[config.mk]
export PLATFORM = sky130hd
export DESIGN_NAME = lsa_ctrl
export DESIGN_NICKNAME = d
export VERILOG_FILES = /design/src/rtl/assert_macros.svh /design/src/rtl/lsa_pkg.sv /design/src/rtl/lsa_ctrl.sv
export SDC_FILE = /design/constraint.sdc
export NUM_CORES = 1
export LEC_CHECK = 0
export BUFFER_PORTS_ARGS = -buffer_cell sky130_fd_sc_hd__buf_2
export CAP_MARGIN = 20
export CORE_AREA = 2 2 39 41
export DETAILED_ROUTE_END_ITERATION = 16
export DIE_AREA = 0 0 41 43
export PLACE_DENSITY_LB_ADDON = 0.15
export SETUP_SLACK_MARGIN = 0.3
export SLEW_MARGIN = 5
export SYNTH_ARGS = -nofsm -noshare
export SYNTH_HDL_FRONTEND = slang
export SYNTH_SLANG_ARGS = --single-unit
[constraint.sdc]
create_clock -name clk -period 0.93 [get_ports clk]
set_input_delay 0.186 -clock clk [delete_from_list [all_inputs] [get_ports clk]]
set_output_delay 0.186 -clock clk [all_outputs]
set_load 0.03 [all_outputs]
[src/rtl/assert_macros.svh]
// ----------------------------------------------------------------------------
// assert_macros.svh
// Concurrent assertion helpers, clocked on clk and disabled in reset
// ----------------------------------------------------------------------------
`ifndef ASSERT_MACROS_SVH
`define ASSERT_MACROS_SVH

// property must hold at every clock edge out of reset
`define ASSERT_CLK(lbl, prop, msg) \
  lbl: assert property (@(posedge clk) disable iff (!rst_n) prop) else $error(msg);

// condition must never be true at a clock edge out of reset
`define ASSERT_NEVER(lbl, cond, msg) \
  lbl: assert property (@(posedge clk) disable iff (!rst_n) !(cond)) else $error(msg);

`endif

[src/rtl/lsa_pkg.sv]
// ----------------------------------------------------------------------------
// lsa_pkg
// Shared constants, codes and control types of the lifo stack allocator
// ----------------------------------------------------------------------------
package lsa_pkg;

  localparam int BUFFER_BYTES_DEF = 65536;
  localparam int HEADER_BYTES_DEF = 8;

  localparam int LEN_W = 17;   // lengths, offsets, capacity, top index
  localparam int OFF_W = 18;   // signed slice offset
  localparam int CODE_W = 2;
  localparam int IN_TDATA_W = 40;
  localparam int OUT_TDATA_W = 40;

  localparam logic [LEN_W-1:0] CAP_RESET = 17'h10000;

  typedef enum logic [CODE_W-1:0] {
    CMD_ALLOC  = 2'd0,
    CMD_RESIZE = 2'd1,
    CMD_FREE   = 2'd2,
    CMD_RESET  = 2'd3
  } cmd_code_t;

  typedef enum logic [CODE_W-1:0] {
    STS_OK       = 2'd0,
    STS_NO_ROOM  = 2'd1,
    STS_NOT_OWN  = 2'd2,
    STS_NOT_LAST = 2'd3
  } sts_code_t;

  // controller to datapath
  typedef struct packed {
    logic load;    // word accepted, latch it and read its header
    logic exec;    // apply the command and load the result register
    logic clear;   // header store clearing sweep step
  } dp_cmd_t;

  // datapath to controller
  typedef struct packed {
    logic clear_done;
  } dp_sts_t;

endpackage

[src/rtl/lsa_ctrl.sv]
// ----------------------------------------------------------------------------
// lsa_ctrl
// Sequencer: header store sweep after reset, accept, execute, result handoff
// ----------------------------------------------------------------------------
module lsa_ctrl import lsa_pkg::*; (
  input  logic    clk,
  input  logic    rst_n,
  input  logic    in_tvalid,
  output logic    in_tready,
  output logic    out_tvalid,
  input  logic    out_tready,
  input  dp_sts_t dp_sts,
  output dp_cmd_t dp_cmd
);

  typedef enum logic [2:0] {
    ST_CLEAR = 3'b001,
    ST_IDLE  = 3'b010,
    ST_EXEC  = 3'b100
  } state_t;

  state_t state_r, state_nxt;
  logic   out_valid_r, out_valid_nxt;
  logic   slot_free;

  assign slot_free = !out_valid_r || out_tready;

  always_comb begin
    state_nxt    = state_r;
    dp_cmd.load  = 1'b0;
    dp_cmd.exec  = 1'b0;
    dp_cmd.clear = 1'b0;
    in_tready    = 1'b0;
    case (state_r)
      ST_CLEAR: begin
        dp_cmd.clear = 1'b1;
        if (dp_sts.clear_done) begin
          state_nxt = ST_IDLE;
        end
      end
      ST_IDLE: begin
        in_tready = 1'b1;
        if (in_tvalid) begin
          dp_cmd.load = 1'b1;
          state_nxt   = ST_EXEC;
        end
      end
      ST_EXEC: begin
        // hold until the result register can take the word
        if (slot_free) begin
          dp_cmd.exec = 1'b1;
          state_nxt   = ST_IDLE;
        end
      end
      default: begin
        state_nxt = ST_CLEAR;
      end
    endcase
  end

  always_comb begin
    if (dp_cmd.exec) begin
      out_valid_nxt = 1'b1;
    end else if (out_tready) begin
      out_valid_nxt = 1'b0;
    end else begin
      out_valid_nxt = out_valid_r;
    end
  end

  always_ff @(posedge clk) begin
    if (!rst_n) begin
      state_r     <= ST_CLEAR;
      out_valid_r <= 1'b0;
    end else begin
      state_r     <= state_nxt;
      out_valid_r <= out_valid_nxt;
    end
  end

  assign out_tvalid = out_valid_r;

endmodule

==> key figures <==
Hold path
  • Hold Path Class: in -> reg

Drt
  • Routed met1 length: around 270 um
  • Vias: ~260
  • DRT antenna net count: 0
  • Via/cell ratio: between 4 and 5
  • DRC violations left: 0
  • Routed wire length: between 700 and 800 um
  • Met2 WL: 386 um
  • Post-DR wirelength/cell: ~12 um
  • Drt pass-1 iters: 3
  • Routed met3 length: about 54 um
  • 1st-iter DRT viols: 3
  • DR top layer: met3

Clocking
  • Clk buf depth: 2
  • Worst-skew pair later-pin latency: 240 ps
  • TritonCTS clock tree: yes
  • CTS Sinks: 4
  • # H-tree levels: 1
  • Worst-path clk slew: about 50 ps
  • CTS buffer count: 3
  • Root Buffer: clkbuf_4

Yosys
  • Ys Warns: 0
  • Cells after Synth: 24
  • Synth Net Count: 29
  • Sequential fraction of the synthesis area: between 30% and 40%
  • Mean area per synthesized cell: approximately 9.0 um2
  • Count of different cell masters after synthesis: 18
  • Synthesized cell area: roughly 220 um2
  • Seq cells post-synth: 4

Setup path
  • Slowest CP cell: dfxtp_4
  • Cell breakdown of the critical path: nor3b_4, and2_4, buf_6
  • Crit Reg-Reg Startpoint: state_r[2]
  • CP endpoint kind: output pin
  • FF-to-FF setup slack: -280 ps
  • Worst R2R Path Depth: 6
  • CP arrival: 1100 ps
  • Crit path from: state_r[1]
  • Startpoint types: register
  • Reg-to-Reg End: state_r[1]
  • Setup crit end: dp_cmd[2]
  • Crit Path Class: reg -> out
  • CP max stage delay: 380 ps
  • Max Fanout on Critical Path: 4
  • CP Data Required Time: ~740 ps

Timing
  • Final hold violation count: 0
  • Setup violations, final: 8
  • Final slew viol count: 0
  • RSZ-0062 raised after global routing: yes
  • Period utilization: 138%
  • Setup Skew: 13.4 ps
  • Relative slew slack: ~90%
  • Worst-Margin Slew: roughly 170 ps
  • Max Fclk: 0.778 GHz
  • Hold Slack: approximately 190 ps
  • Worst setup slack after layout: -355 ps
  • Post-layout min period: 1280 ps

Power
  • PD cells: 1460 nW/um2
  • Post-layout power: roughly 0.66 mW
  • Clock power share: 36.1%
  • Int Power: around 0.46 mW
  • Combinational power share: 31.1%
  • Net Sw Frac: around 29%
  • Switching power: just under 0.2 mW
  • P_leak: 0.194 nW
  • VDD IR max: 379 uV
  • Flop pwr share: between 30% and 40%

Outcome
  • Failing checks: negative setup slack
  • Outcome: finished with violations

Finish
  • Inserted Diodes: 0
  • Post-route cell area: 449 um2
  • Layout cells sized above 1: 72.1%
  • Syn-to-layout area delta: 108%
  • Fillers: 152
  • # nets final: 49

Global route
  • Total gr overflow: 0
  • First-pass GRT wire length: 1.01 mm
  • Number of global-route vias before repair: around 270
  • GRT Total Usage: 8.94%
  • Antenna violations before repair: 0
  • Largest net degree at the start of global routing: 7

Placed design
  • Pre-CTS setup slack: -186 ps
  • Input/output buffers: 9
  • Post-DP Area: 342 um2
  • RD Place Congestion: ~0.6
  • Final HPWL DP: 504 um

Die
  • Starting Density: 15.6%
  • Die ar.: between 1500 and 2000 um2
  • Row count: 14
  • Die Wd: just over 40 um
  • Ports: 10
  • Core ar.: 1380 um2
  • Die height: 43 um

Job
  • Max cap viols: 0
-- placed cells by master, fill, tap and decap left out --
| cell | instances |
|---|---|
| buf_6 | 6 |
| buf_2 | 5 |
| buf_4 | 5 |
| dfxtp_4 | 4 |
| clkbuf_4 | 3 |
| nor3b_4 | 2 |
| nand3_1 | 2 |
| nor2b_4 | 1 |
| nand2b_4 | 1 |
| nor3_4 | 1 |
| and2_4 | 1 |
| inv_1 | 1 |
| nand3b_1 | 1 |
| o21ai_0 | 1 |
| and3b_1 | 1 |
| a31oi_1 | 1 |
| nor3b_1 | 1 |
| nor2b_2 | 1 |
| nand2b_1 | 1 |
| o311a_1 | 1 |
| nor2_2 | 1 |
| o21a_1 | 1 |
| clkbuf_1 | 1 |
-- metal layers --
metal  vias up  global-route usage, %
li1        123                      -
met1       131                   7.74
met2        10                   15.6
met3         0                   3.14
met4         0                   6.00
met5         -                      0
-- final cells by class --
cell class	instances	area, um2	share of cell area [%]
Multi-Input combinational cell	18	174	38.7
Timing Repair Buffer	16	130	29.0
Sequential cell	4	95.1	21.2
Clock buffer	4	26.3	5.85
Tap cell	16	20.0	4.46
Inverter	1	3.75	0.836
-- Yosys cell counts --
library cell / n / share of area [%]
dfxtp_1: 4 / 37
nand3_1: 2 / 4.6
nor2b_1: 2 / 5.8
nor3b_1: 2 / 6.9
a31oi_1: 1 / 2.9
and2_1: 1 / 2.9
and3b_1: 1 / 4.0
buf_4: 1 / 3.5
inv_1: 1 / 1.7
nand2b_1: 1 / 2.9
nand2b_2: 1 / 4.0
nand3b_1: 1 / 3.5
nor2_1: 1 / 1.7
nor3_1: 1 / 2.3
nor3b_2: 1 / 5.8
o21a_1: 1 / 3.5
o21ai_0: 1 / 2.3
o311a_1: 1 / 4.6
-- flip-flops by register name, indices dropped and copies added (netlist names) --
register	count
out_tvalid	1
state_r	3
-- power groups by stage --
stage / Sequential, mW / Combinational [mW] / Clock [mW]
after floorplan: 0.214 / 0.103 / 0
after global placement: 0.216 / 0.150 / 0
after detailed placement: 0.217 / 0.153 / 0
after CTS: 0.212 / 0.187 / 0.249
after global routing: 0.216 / 0.220 / 0.253
final: 0.216 / 0.204 / 0.238
-- what timing repair did --
item / CTS / global route
buffers inserted: 2 / 2
pin swaps: 6 / 2
endpoints found under the setup margin: 9 / 9
hold buffers: 0 / 0
gates resized for setup: 10 / 5
-- worst min-delay path by stage --
stage                     slack, ps         end  start  cells after the start
final                           190  state_r[0]  rst_n                      2
after global routing            200  state_r[0]  rst_n                      2
after CTS                       190  state_r[0]  rst_n                      2
after detailed placement        430  state_r[0]  rst_n                      2
after global placement          430  state_r[0]  rst_n                      2
after floorplan                 260  state_r[0]  rst_n                      1
-- metrics by stage --
step	TNS (ps)	instances	util, %
2_1_floorplan	-623	24	-
3_3_place_gp	-704	51	24.7
3_5_place_dp	-714	51	24.7
4_1_cts	-1740	57	29.9
5_1_grt	-2190	59	32.5
6_report	-1870	59	32.5
-- worst max-delay path: cells and delay by family (launching register included) --
family	cells	cell delay, ps
flops	1	380
buf+inv	1	120
simple gates	2	370
-- kinds of logic (layout without fill, tap and decap cells) --
family / count (synthesis) / count (layout) / share of synthesized area [%]
buf+inv: 2 / 21 / 5.20
compound gates: 4 / 4 / 13.3
simple gates: 14 / 14 / 44.5
flops: 4 / 4 / 37.0
Note: power is estimated with default switching activity, not from simulation.
